<file path="src/sv/str_pkg.sv">
// ============================================================================
// str_pkg - segment tree range sum shared definitions
// Widths, request codes, tree node and memory request types.
// ============================================================================
package str_pkg;

    localparam int MAX_ELEMENTS = 1024;
    localparam int NODE_COUNT   = 2 * MAX_ELEMENTS - 1;
    localparam int IDX_W        = $clog2(MAX_ELEMENTS);
    localparam int CNT_W        = IDX_W + 1;
    localparam int ADDR_W       = $clog2(NODE_COUNT);
    localparam int DATA_W       = 32;
    localparam int TYPE_W       = 2;
    localparam int STACK_DEPTH  = $clog2(MAX_ELEMENTS) + 1;
    localparam int SP_W         = $clog2(STACK_DEPTH);

    typedef enum logic [TYPE_W-1:0] {
        REQ_SET   = 2'd0,
        REQ_ADD   = 2'd1,
        REQ_QUERY = 2'd2,
        REQ_NONE  = 2'd3
    } t_req_type;

    typedef struct packed {
        logic [ADDR_W-1:0] id;
        logic [IDX_W-1:0]  first;
        logic [IDX_W-1:0]  last;
    } t_node;

    typedef struct packed {
        t_node left;
        t_node right;
        logic  go_left;
        logic  leaf;
    } t_split;

    typedef struct packed {
        logic [ADDR_W-1:0] rd_addr;
        logic              wr_en;
        logic [ADDR_W-1:0] wr_addr;
        logic [DATA_W-1:0] wr_data;
    } t_mem_req;

endpackage

</file>
<file path="src/sv/str_if.sv">
// ============================================================================
// str_if - segment tree range sum channels
// Request, response and configuration channels with valid/ready.
// ============================================================================
interface str_req_if;
    logic                       valid;
    logic                       ready;
    logic [str_pkg::TYPE_W-1:0] req_type;
    logic [str_pkg::IDX_W-1:0]  element_index;
    logic signed [31:0]         amount;
    logic [str_pkg::IDX_W-1:0]  range_low;
    logic [str_pkg::IDX_W-1:0]  range_high;

    modport source (output valid, req_type, element_index, amount, range_low, range_high,
                    input ready);
    modport sink   (input valid, req_type, element_index, amount, range_low, range_high,
                    output ready);
endinterface

interface str_rsp_if;
    logic               valid;
    logic               ready;
    logic signed [31:0] range_sum;
    logic               status;

    modport source (output valid, range_sum, status, input ready);
    modport sink   (input valid, range_sum, status, output ready);
endinterface


</file>
<file path="src/sv/str_split.sv">
// ============================================================================
// str_split - node split unit
// Midpoint, child nodes in pre-order layout and path direction for a node.
// ============================================================================
module str_split (
    input  str_pkg::t_node              i_node,
    input  logic [str_pkg::IDX_W-1:0]   i_idx,
    output str_pkg::t_split             o_split
);

    logic [str_pkg::IDX_W-1:0] mid;
    logic [str_pkg::CNT_W-1:0] half;

    always_comb begin
        mid  = i_node.first + ((i_node.last - i_node.first) >> 1);
        half = str_pkg::CNT_W'(mid - i_node.first) + str_pkg::CNT_W'(1);

        o_split.left.id     = i_node.id + str_pkg::ADDR_W'(1);
        o_split.left.first  = i_node.first;
        o_split.left.last   = mid;
        o_split.right.id    = i_node.id + str_pkg::ADDR_W'({half, 1'b0});
        o_split.right.first = mid + str_pkg::IDX_W'(1);
        o_split.right.last  = i_node.last;
        o_split.go_left     = (i_idx <= mid);
        o_split.leaf        = (i_node.first >= i_node.last);
    end

endmodule

</file>
<file path="src/sv/str_core.sv">
// ============================================================================
// str_core - segment tree sequencer
// Walks the tree one node per step for point updates and range queries.
// ============================================================================
module str_core (
    input  logic                         i_clk,
    input  logic                         i_rst_n,
    input  logic                         i_run,
    input  logic [str_pkg::CNT_W-1:0]    i_count,
    str_req_if.sink                      i_req,
    str_rsp_if.source                    o_rsp,
    output str_pkg::t_mem_req            o_mem,
    input  logic [str_pkg::DATA_W-1:0]   i_rd_data
);

    typedef enum logic [7:0] {
        S_IDLE   = 8'b0000_0001,
        S_DESC   = 8'b0000_0010,
        S_LEAF   = 8'b0000_0100,
        S_UPD_RD = 8'b0000_1000,
        S_UPD_WR = 8'b0001_0000,
        S_QRY    = 8'b0010_0000,
        S_QDRAIN = 8'b0100_0000,
        S_DONE   = 8'b1000_0000
    } t_state;

    localparam logic [str_pkg::SP_W-1:0] SP_ONE = str_pkg::SP_W'(1);

    t_state                      r_state, n_state;
    str_pkg::t_node              r_node, n_node;
    logic [str_pkg::SP_W-1:0]    r_sp, n_sp;
    str_pkg::t_node              r_stack [str_pkg::STACK_DEPTH];
    logic [str_pkg::IDX_W-1:0]   r_idx, n_idx;
    logic [str_pkg::IDX_W-1:0]   r_lo, n_lo;
    logic [str_pkg::IDX_W-1:0]   r_hi, n_hi;
    logic [str_pkg::DATA_W-1:0]  r_amount, n_amount;
    logic [str_pkg::DATA_W-1:0]  r_delta, n_delta;
    logic [str_pkg::DATA_W-1:0]  r_acc, n_acc;
    logic                        r_pend, n_pend;
    logic [str_pkg::DATA_W-1:0]  r_sum, n_sum;
    logic                        r_status, n_status;
    logic                        r_out_valid, n_out_valid;
    logic [str_pkg::DATA_W-1:0]  r_out_sum, n_out_sum;
    logic                        r_out_status, n_out_status;

    str_pkg::t_split             split;
    str_pkg::t_node              root;
    str_pkg::t_node              stack_top;
    logic [str_pkg::IDX_W-1:0]   last_idx;
    logic [str_pkg::IDX_W-1:0]   clip_hi;
    logic                        accept;
    logic                        push;
    logic                        disjoint;
    logic                        covered;

    str_split u_split (
        .i_node  (r_node),
        .i_idx   (r_idx),
        .o_split (split)
    );

    assign i_req.ready = (r_state == S_IDLE) && i_run;
    assign accept      = i_req.valid && i_req.ready;
    assign last_idx    = str_pkg::IDX_W'(i_count - str_pkg::CNT_W'(1));
    assign root        = '{id: '0, first: '0, last: last_idx};
    assign stack_top   = r_stack[r_sp - SP_ONE];
    assign clip_hi     = (i_req.range_high > last_idx) ? last_idx : i_req.range_high;
    assign disjoint    = (r_lo > r_node.last) || (r_hi < r_node.first);
    assign covered     = (r_node.first >= r_lo) && (r_node.last <= r_hi);

    assign o_rsp.valid     = r_out_valid;
    assign o_rsp.range_sum = r_out_sum;
    assign o_rsp.status    = r_out_status;

    always_comb begin
        n_state      = r_state;
        n_node       = r_node;
        n_sp         = r_sp;
        n_idx        = r_idx;
        n_lo         = r_lo;
        n_hi         = r_hi;
        n_amount     = r_amount;
        n_delta      = r_delta;
        n_acc        = r_acc + (r_pend ? i_rd_data : '0);
        n_pend       = 1'b0;
        n_sum        = r_sum;
        n_status     = r_status;
        n_out_valid  = r_out_valid && !o_rsp.ready;
        n_out_sum    = r_out_sum;
        n_out_status = r_out_status;
        push         = 1'b0;

        o_mem.rd_addr = r_node.id;
        o_mem.wr_en   = 1'b0;
        o_mem.wr_addr = r_node.id;
        o_mem.wr_data = i_rd_data + r_delta;

        unique case (r_state)
            S_IDLE: begin
                if (accept) begin
                    n_node   = root;
                    n_sp     = '0;
                    n_acc    = '0;
                    n_idx    = i_req.element_index;
                    n_lo     = i_req.range_low;
                    n_hi     = clip_hi;
                    n_amount = i_req.amount;
                    n_delta  = i_req.amount;
                    n_sum    = '0;
                    n_status = 1'b0;
                    case (str_pkg::t_req_type'(i_req.req_type))
                        str_pkg::REQ_SET, str_pkg::REQ_ADD: begin
                            if ({1'b0, i_req.element_index} >= i_count) begin
                                n_status = 1'b1;
                                n_state  = S_DONE;
                            end else if (i_req.req_type == str_pkg::REQ_SET) begin
                                n_state = S_DESC;
                            end else begin
                                n_state = S_UPD_RD;
                            end
                        end
                        str_pkg::REQ_QUERY: begin
                            n_state = (i_req.range_low > clip_hi) ? S_DONE : S_QRY;
                        end
                        default: begin
                            n_state = S_DONE;
                        end
                    endcase
                end
            end
            S_DESC: begin
                if (split.leaf) begin
                    n_state = S_LEAF;
                end else begin
                    n_node = split.go_left ? split.left : split.right;
                end
            end
            S_LEAF: begin
                n_delta = r_amount - i_rd_data;
                n_node  = root;
                n_state = S_UPD_RD;
            end
            S_UPD_RD: begin
                n_state = S_UPD_WR;
            end
            S_UPD_WR: begin
                o_mem.wr_en = 1'b1;
                if (split.leaf) begin
                    n_state = S_DONE;
                end else begin
                    n_node  = split.go_left ? split.left : split.right;
                    n_state = S_UPD_RD;
                end
            end
            S_QRY: begin
                if (disjoint || covered || split.leaf) begin
                    n_pend = covered && !disjoint;
                    if (r_sp == '0) begin
                        n_state = S_QDRAIN;
                    end else begin
                        n_node = stack_top;
                        n_sp   = r_sp - SP_ONE;
                    end
                end else begin
                    push   = 1'b1;
                    n_node = split.left;
                    n_sp   = r_sp + SP_ONE;
                end
            end
            S_QDRAIN: begin
                n_sum   = n_acc;
                n_state = S_DONE;
            end
            S_DONE: begin
                if (!r_out_valid || o_rsp.ready) begin
                    n_out_valid  = 1'b1;
                    n_out_sum    = r_sum;
                    n_out_status = r_status;
                    n_state      = S_IDLE;
                end
            end
            default: begin
                n_state = S_IDLE;
            end
        endcase
    end

    always_ff @(posedge i_clk) begin
        if (!i_rst_n) begin
            r_state     <= S_IDLE;
            r_sp        <= '0;
            r_pend      <= 1'b0;
            r_out_valid <= 1'b0;
        end else begin
            r_state     <= n_state;
            r_sp        <= n_sp;
            r_pend      <= n_pend;
            r_out_valid <= n_out_valid;
        end
    end

    always_ff @(posedge i_clk) begin
        r_node       <= n_node;
        r_idx        <= n_idx;
        r_lo         <= n_lo;
        r_hi         <= n_hi;
        r_amount     <= n_amount;
        r_delta      <= n_delta;
        r_acc        <= n_acc;
        r_sum        <= n_sum;
        r_status     <= n_status;
        r_out_sum    <= n_out_sum;
        r_out_status <= n_out_status;
        if (push) begin
            r_stack[r_sp] <= split.right;
        end
    end

endmodule
</file>
<file path="src/flat_wrapper.sv">
// flat-port wrapper written by rule: the top's interface ports become plain ports
module str_core_flat 
  (i_clk, i_rst_n, i_run, i_count, o_mem, i_rd_data, i_req_valid, i_req_req_type, i_req_element_index, i_req_amount, i_req_range_low, i_req_range_high, i_req_ready, o_rsp_valid, o_rsp_range_sum, o_rsp_status, o_rsp_ready);
  str_req_if i_req_i ();
  str_rsp_if o_rsp_i ();
  input  logic i_clk;
  input  logic i_rst_n;
  input  logic i_run;
  input  logic [str_pkg::CNT_W-1:0] i_count;
  output str_pkg::t_mem_req o_mem;
  input  logic [str_pkg::DATA_W-1:0] i_rd_data;
  input wire logic [$bits(i_req_i.valid)-1:0] i_req_valid;
  input wire logic [$bits(i_req_i.req_type)-1:0] i_req_req_type;
  input wire logic [$bits(i_req_i.element_index)-1:0] i_req_element_index;
  input wire logic [$bits(i_req_i.amount)-1:0] i_req_amount;
  input wire logic [$bits(i_req_i.range_low)-1:0] i_req_range_low;
  input wire logic [$bits(i_req_i.range_high)-1:0] i_req_range_high;
  output wire logic [$bits(i_req_i.ready)-1:0] i_req_ready;
  output wire logic [$bits(o_rsp_i.valid)-1:0] o_rsp_valid;
  output wire logic [$bits(o_rsp_i.range_sum)-1:0] o_rsp_range_sum;
  output wire logic [$bits(o_rsp_i.status)-1:0] o_rsp_status;
  input wire logic [$bits(o_rsp_i.ready)-1:0] o_rsp_ready;
  assign i_req_i.valid = i_req_valid;
  assign i_req_i.req_type = i_req_req_type;
  assign i_req_i.element_index = i_req_element_index;
  assign i_req_i.amount = i_req_amount;
  assign i_req_i.range_low = i_req_range_low;
  assign i_req_i.range_high = i_req_range_high;
  assign i_req_ready = i_req_i.ready;
  assign o_rsp_valid = o_rsp_i.valid;
  assign o_rsp_range_sum = o_rsp_i.range_sum;
  assign o_rsp_status = o_rsp_i.status;
  assign o_rsp_i.ready = o_rsp_ready;
  str_core u_core (.i_clk(i_clk), .i_rst_n(i_rst_n), .i_run(i_run), .i_count(i_count), .i_req(i_req_i), .o_rsp(o_rsp_i), .o_mem(o_mem), .i_rd_data(i_rd_data));
endmodule
</file>
<file path="config.mk">
export PLATFORM = sky130hd
export DESIGN_NAME = str_core_flat
export DESIGN_NICKNAME = d
export VERILOG_FILES = /design/src/sv/str_pkg.sv /design/src/sv/str_if.sv /design/src/sv/str_split.sv /design/src/sv/str_core.sv /design/src/flat_wrapper.sv
export SDC_FILE = /design/constraint.sdc
export NUM_CORES = 1
export LEC_CHECK = 0
export BUFFER_PORTS_ARGS = -buffer_cell sky130_fd_sc_hd__buf_2
export CORE_MARGIN = 2
export CORE_UTILIZATION = 60
export DETAILED_ROUTE_END_ITERATION = 10
export PLACE_DENSITY = 0.79
export SYNTH_ARGS = -nofsm -noshare
export SYNTH_HDL_FRONTEND = slang
export SYNTH_SLANG_ARGS = --single-unit
</file>
<file path="constraint.sdc">
create_clock -name i_clk -period 9 [get_ports i_clk]
set_input_delay 0.45 -clock i_clk [delete_from_list [all_inputs] [get_ports i_clk]]
set_output_delay 0.45 -clock i_clk [all_outputs]
set_load 0.1 [all_outputs]
</file>
==> key figures, run 1 <==
Run status
  – Outcome: finished, final reports clean

Clock network
  – Clock transition at the registers of the reported paths: ~0.06 ns
  – Root buf cell: clkbuf_16
  – H-Tree Depth: 2
  – Clock Sinks: roughly 580
  – CTS Buf Count: 59
  – Worst-Skew Late Latency: about 0.63 ns
  – Maximum clock path buffer count: 3
  – Setup bufs post-CTS: 0
  – CTS tree: built

Worst setup path
  – CP required: 9.37 ns
  – Worst reg-to-reg setup slack: between 2 and 2.5 ns
  – Crit path DAT: between 7 and 8 ns
  – Crit path max fanout: 20
  – Crit path largest cell delay: 0.82 ns
  – Crit path top cell by count: o21ai_0
  – Top delay family on crit path: compound AO/OA/AOI/OAI gates
  – Critical path startpoint category: register
  – Reg2Reg Depth: 25
  – Critical Path Sink Type: register
  – Critical Path Slowest Stage Cell: a21oi_2
  – Crit path buf inv count: 1
  – Reg2reg end: u_core.o_mem[39]$_DFFE_PP_
  – Worst r2r src: u_core.r_node[1]$_DFFE_PP_
  – Worst path depth: 25
  – Setup Crit Path Kind: reg -> reg

Drt
  – Detailed-route via count: roughly 21k
  – Wire per inst: between 20 and 25 um
  – Drt pass-1 iters: 6
  – Post-DR vias/cell: 6.207
  – Starting DRC count in detailed routing: 2386
  – Routed wire length: about 79 mm
  – ANT nets after route: 0
  – Drt drc: 0

Yosys
  – Syn_nets: approximately 2.9k
  – FFs w/ async S/R, synth: 0%
  – YS warnings: 0
  – Top FF cell, synth: edfxtp_1
  – Sequential area share after synthesis: ~55%
  – Cells after Synth: between 2k and 3k
  – Synthesis-stage register bit count: a little under 600
  – Mapped Avg Cell Area: ~12 um^2
  – Distinct cell type count of the synthesized netlist: 83
  – Post-synth EDFFs: ~530
  – Synthesized area: roughly 31000 um^2

Die
  – Die Width: roughly 230 um
  – Core area: between 50000 and 60000 um^2
  – IO Pins: 202
  – Die height: 230.6 um
  – Initial core utilization: approximately three fifths
  – Die area: about 53000 um^2
  – FP Rows: between 80 and 90

Min path
  – Worst Hold Endpoint: u_core.r_amount[29]$_DFFE_PP_
  – Hold Startpoint: i_req_amount[29]
  – Worst Hold Class: in -> reg
  – WHS Path Cells: 1

STA
  – Fmax: around 150 MHz
  – RSZ-0062 raised after global routing: no
  – Fin crit period: 6.694 ns
  – Worst Tran Pin Value: about 1.2 ns
  – Max Slew Vio Count: 0
  – Final setup fails: 0
  – Max Clock Skew: between 0.02 and 0.025 ns
  – Setup_tns: 0 ns
  – Crit share post-route: about three quarters
  – Max-slew headroom: about 16%
  – Final hold viol count: 0

Placed design
  – GPL Wtd Cong: 0.9809
  – DP HPWL: around 56 mm
  – PortBufs: 201

Global routing
  – Grt ovf: 0
  – Initial antenna violation count: 9
  – Global-route wire length before repair: 120.4 mm
  – Gr usage total: roughly 30%
  – Vias in the first global route: ~21k
  – Largest net degree at the start of global routing: between 70 and 80

Job
  – Max Cap Viol: 0

Layout
  – Layout area overhead: 12.16%
  – Commonest non-fill, non-tap cell in the layout: edfxtp_1
  – Layout cell share with drive strength beyond 1: 15.20%
  – Most frequent cells in the layout: edfxtp_1 (532), ha_1 (223), buf_2 (201)
  – Nets: 3064
## synthesized netlist by cell type (all sizes together) (12+ instances only)
cell    instances  share of area, %
nand4          21              0.43
xnor2          79               2.2
dfxtp          46               3.0
and3           14              0.28
nor2b          20              0.41
nand2         170               2.1
xor2           50               1.4
o21bai         15              0.37
inv           171               2.1
mux4           62               4.5
nand3          38              0.62
o21ai         140               2.3
o221ai         12              0.34
nor2          196               2.4
o21a           31              0.76
a31oi          20              0.43
a21oi         134               2.2
ha            224               9.1
nand2b         29              0.59
clkbuf         62              0.76
nor3           42              0.75
mux2i          68               2.2
a21o           87               2.1
a211oi         17              0.41
buf            39              0.80
edfxtp        532                52
and2           38              0.78
## sequential cells by signal (all words and copies together) (netlist names)
signal                  flops
u_core.o_mem               11
u_core.o_rsp.range_sum     32
u_core.o_rsp.status         1
u_core.o_rsp.valid          1
u_core.r_acc               32
u_core.r_amount            32
u_core.r_delta             32
u_core.r_hi                10
u_core.r_idx               10
u_core.r_lo                10
u_core.r_node              20
u_core.r_pend               1
u_core.r_sp                 4
u_core.r_stack            341
u_core.r_state              8
u_core.r_status             1
u_core.r_sum               32
## cells by family (layout without fill, tap and decap cells)
| kind of cell | count (synthesis) | in the layout | share of synthesized area [%] |
|---|---|---|---|
| fa+ha+maj | 231 | 231 | 9.553 |
| mux | 131 | 131 | 6.779 |
| flops | 578 | 578 | 54.85 |
| other cells | 0 | 8 | 0 |
| xor+xnor | 129 | 129 | 3.668 |
| compound gates | 553 | 553 | 11.56 |
| buf+inv | 272 | 513 | 3.639 |
| simple gates | 634 | 634 | 9.951 |
## layer usage
metal / track usage (%) / vias to the layer above / wire length [um]
met5: 0 / - / 0
met4: 10.91 / 0 / 2594
met3: 5.385 / 173 / 6532
met2: 47.16 / 918 / 36810
met1: 41.10 / 10520 / 33300
li1: - / 9846 / -
## worst max path at each step
stage	slack [ns]	end	startpoint
after floorplan	2.93	u_core.o_mem[32]$_DFFE_PP_	u_core.r_node[1]$_DFFE_PP_
after global placement	2.61	u_core.r_node[1]$_DFFE_PP_	u_core.r_node[1]$_DFFE_PP_
after detailed placement	2.47	u_core.r_node[0]$_DFFE_PP_	u_core.r_node[1]$_DFFE_PP_
after CTS	2.42	u_core.o_mem[39]$_DFFE_PP_	u_core.r_node[1]$_DFFE_PP_
after global routing	1.93	u_core.o_mem[39]$_DFFE_PP_	u_core.r_node[1]$_DFFE_PP_
final	2.31	u_core.o_mem[39]$_DFFE_PP_	u_core.r_node[1]$_DFFE_PP_
## layout make-up
cell class | count | area, um^2
multi-input cells | 1678 | 12930
inverters | 171 | 643.1
fillers | 3646 | 16440
clock inverters | 41 | 426.7
diodes | 8 | 20.02
clock buffers | 68 | 1520
repair buffers | 233 | 1261
well taps | 680 | 850.8
flip-flops and latches | 578 | 16900
## repair_timing
item	4_1_cts	5_1_grt
resized for setup	0	0
hold buffers	6	0
hold endpoints to repair	6	0
## per-stage QoR
step / instance area, um^2 / instances / setup slack, ns / hold slack [ns] / utilization [%]
floorplan: 30800 / 2528 / 2.929 / 0.4003 / -
global placement: 32520 / 3334 / 2.612 / 0.4026 / 63.78
detailed placement: 32520 / 3334 / 2.470 / 0.4054 / 63.78
CTS: 34530 / 3449 / 2.424 / 0.0005465 / 67.72
global route: 34550 / 3457 / 1.929 / 0.008276 / 67.76
finish: 34550 / 3457 / 2.306 / 0.02833 / 67.76
Power of run 1 is not shown: default switching activity piles up to over one toggle a cycle in this logic, so the estimate is an artifact.
==> run 2, diff against run 1 <==
clock period = 6.2 ns   (was 9 ns; I/O delays follow)
==> run 2 against run 1 <==
Effect of this change:
- via count rose by 2.0%
- clock-buffer cell count is 1 lower
- fmax grew 16%
- critical path depth rose by 2
- global-route usage grew 0.77 points
- die area unchanged
- first-iteration DRC count is 2.5% lower
- clock skew rose by 0.0075 ns
- setup slack worse by 1.9 ns
- routed wire length increased by 1.7%
- final area is 1.8% higher
==> key figures, run 2 (same netlist as run 1, synthesis figures left out) <==
Worst setup path
  – Critical Path Sink Type: register
  – Setup Crit Path Kind: reg -> reg
  – Worst reg-to-reg setup slack: 0.42 ns (-1.89 ns)
  – Crit path max fanout: 11 (-45%)
  – Crit path DAT: 6.15 ns (-0.91 ns)
  – Crit path buf inv count: 3 (+2)
  – Critical Path Slowest Stage Cell: edfxtp_1
  – Crit path largest cell delay: 0.47 ns (-0.35 ns)
  – Reg2reg end: u_core.o_mem[38]$_DFFE_PP_
  – Worst r2r src: u_core.r_node[11]$_DFFE_PP_
  – CP required: 6.57 ns (-2.80 ns)
  – Reg2Reg Depth: 27 (+8.0%)
  – Critical path startpoint category: register
  – Top delay family on crit path: compound AO/OA/AOI/OAI gates

Drt
  – Uppermost layer routed: met4
  – Met2 routed WL: 38.26 mm (+3.9%)
  – Post-DR vias/cell: 6.232 (+0.40%)
  – ANT nets after route: 0 (unchanged)
  – Drt drc: 0 (unchanged)
  – Starting DRC count in detailed routing: 2327 (-2.5%)
  – Metal1 wirelength: 32.63 mm (-2.0%)
  – Detailed-route via count: 21.89k (+2.0%)
  – WL met3: 7.245 mm (+11%)
  – Wire per inst: 22.94 um (about the same)
  – Routed wire length: 80.55 mm (+1.7%)
  – Drt pass-1 iters: 6 (unchanged)

Global routing
  – Grt ovf: 0 (unchanged)
  – Vias in the first global route: 21.62k (+3.5%)
  – Largest net degree at the start of global routing: 81 (+3.8%)
  – Global-route wire length before repair: 124.2 mm (+3.2%)
  – Initial antenna violation count: 4 (-5)
  – Gr usage total: 30.41% (+0.77 points)

Die
  – Die area: 53170 um^2 (unchanged)
  – Initial core utilization: 60.41% (unchanged)
  – Core area: 50990 um^2 (unchanged)
  – IO Pins: 202 (unchanged)
  – Die height: 230.6 um (unchanged)
  – Die Width: 230.6 um (unchanged)
  – FP Rows: 83 (unchanged)

Layout
  – Most frequent cells in the layout: edfxtp_1 (532), ha_1 (223), buf_2 (201)
  – Commonest non-fill, non-tap cell in the layout: edfxtp_1
  – Layout area overhead: 14.21%
  – # fillers: 3496 (-4.1%)
  – Post-route cell area: 35180 um^2 (+1.8%)
  – Reg with most FFs: u_core.r_stack
  – Nets: 3121 (+1.9%)
  – Layout cell share with drive strength beyond 1: 15.31% (+0.11 points)
  – Max FFs per register: 341 (unchanged)
  – Core Util, Final: 69.00% (+1.2 points)

STA
  – Setup_tns: 0 ns (unchanged)
  – Final setup fails: 0 (unchanged)
  – Worst Tran Pin Value: 1.232 ns (-0.01565 ns)
  – Fmax: 172.9 MHz (+16%)
  – Crit share post-route: 93.29% (+19 points)
  – Max Slew Vio Count: 0 (unchanged)
  – Final hold viol count: 0 (unchanged)
  – Fin crit period: 5.784 ns (-0.9104 ns)
  – Max-slew headroom: 17.31% (+0.91 points)
  – RSZ-0062 raised after global routing: no
  – Max Clock Skew: 0.03165 ns (+0.007526 ns)

Min path
  – WHS Path Cells: 3 (+2)
  – Hold Startpoint: i_req_req_type[1]
  – Worst Hold Endpoint: u_core.r_state[5]$_SDFFE_PN0P_
  – Worst Hold Class: in -> reg

Clock network
  – Clock Sinks: 578 (unchanged)
  – CTS tree: built
  – Clock transition at the registers of the reported paths: 0.07 ns (about the same)
  – Setup bufs post-CTS: 0 (unchanged)
  – CTS Buf Count: 60 (+1.7%)
  – Maximum clock path buffer count: 3 (unchanged)
  – H-Tree Depth: 2 (unchanged)
  – Worst-Skew Late Latency: 0.64 ns (about the same)
  – Root buf cell: clkbuf_16

Placed design
  – GPL Wtd Cong: 0.9637 (-1.8%)
  – Placement Cell Area: 32600 um^2 (+0.22%)
  – PortBufs: 201 (unchanged)
  – DP HPWL: 55.71 mm (-0.69%)

Run status
  – Outcome: finished, final reports clean

Job
  – Max Cap Viol: 0 (unchanged)
[run 2: worst max path at each step]
stage	from	to	slack (ns)	depth (start not counted)
6_report	u_core.r_node[11]$_DFFE_PP_	u_core.o_mem[38]$_DFFE_PP_	0.42	27
5_1_grt	u_core.r_node[11]$_DFFE_PP_	u_core.o_mem[42]$_DFFE_PP_	0.05	25
4_1_cts	u_core.r_node[11]$_DFFE_PP_	u_core.o_mem[38]$_DFFE_PP_	0.18	27
3_5_place_dp	u_core.r_node[11]$_DFFE_PP_	u_core.o_mem[38]$_DFFE_PP_	0.25	27
3_3_place_gp	u_core.r_node[11]$_DFFE_PP_	u_core.o_mem[38]$_DFFE_PP_	0.41	27
2_1_floorplan	u_core.r_node[1]$_DFFE_PP_	u_core.o_mem[32]$_DFFE_PP_	0.13	25
[run 2: worst register-to-register path: cells and delay by family, from the launching register on]
family	cells	cell delay [ns]
buf+inv	3	0.45
simple gates	8	1.42
fa+ha+maj	3	0.82
xor+xnor	1	0.17
compound gates	12	2.17
flops	1	0.47
[run 2: area by class of cell]
type	instances	area, um^2	share of cell area (%)
clock inverters	45	462.9	1.316
clock buffers	67	1559	4.431
multi-input cells	1678	12940	36.79
flip-flops and latches	578	16900	48.04
inverters	171	643.1	1.828
repair buffers	289	1814	5.157
diodes	4	10.01	0.02845
well taps	680	850.8	2.418
[run 2: metrics by stage]
stage / worst slack [ns] / cells / hold WS, ns
2_1_floorplan: 0.1285 / 2528 / 0.3811
3_3_place_gp: 0.4141 / 3342 / 0.4026
3_5_place_dp: 0.2513 / 3342 / 0.4057
4_1_cts: 0.1844 / 3508 / 0.01795
5_1_grt: 0.05122 / 3512 / 0.02912
6_report: 0.4160 / 3512 / 0.03632
[run 2: timing repair]
action / in CTS / in global routing
gates resized for setup: 0 / 6
hold buffers: 54 / 0
endpoints found under the hold margin: 72 / 0
endpoints found under the setup margin: 0 / 52
[run 2: metal layers]
metal,global-route usage [%],vias up
li1,-,9947
met1,42.09,10670
met2,49.21,1091
met3,5.336,176
met4,9.940,0
met5,0,-
Power of run 2 is left out for the same reason.
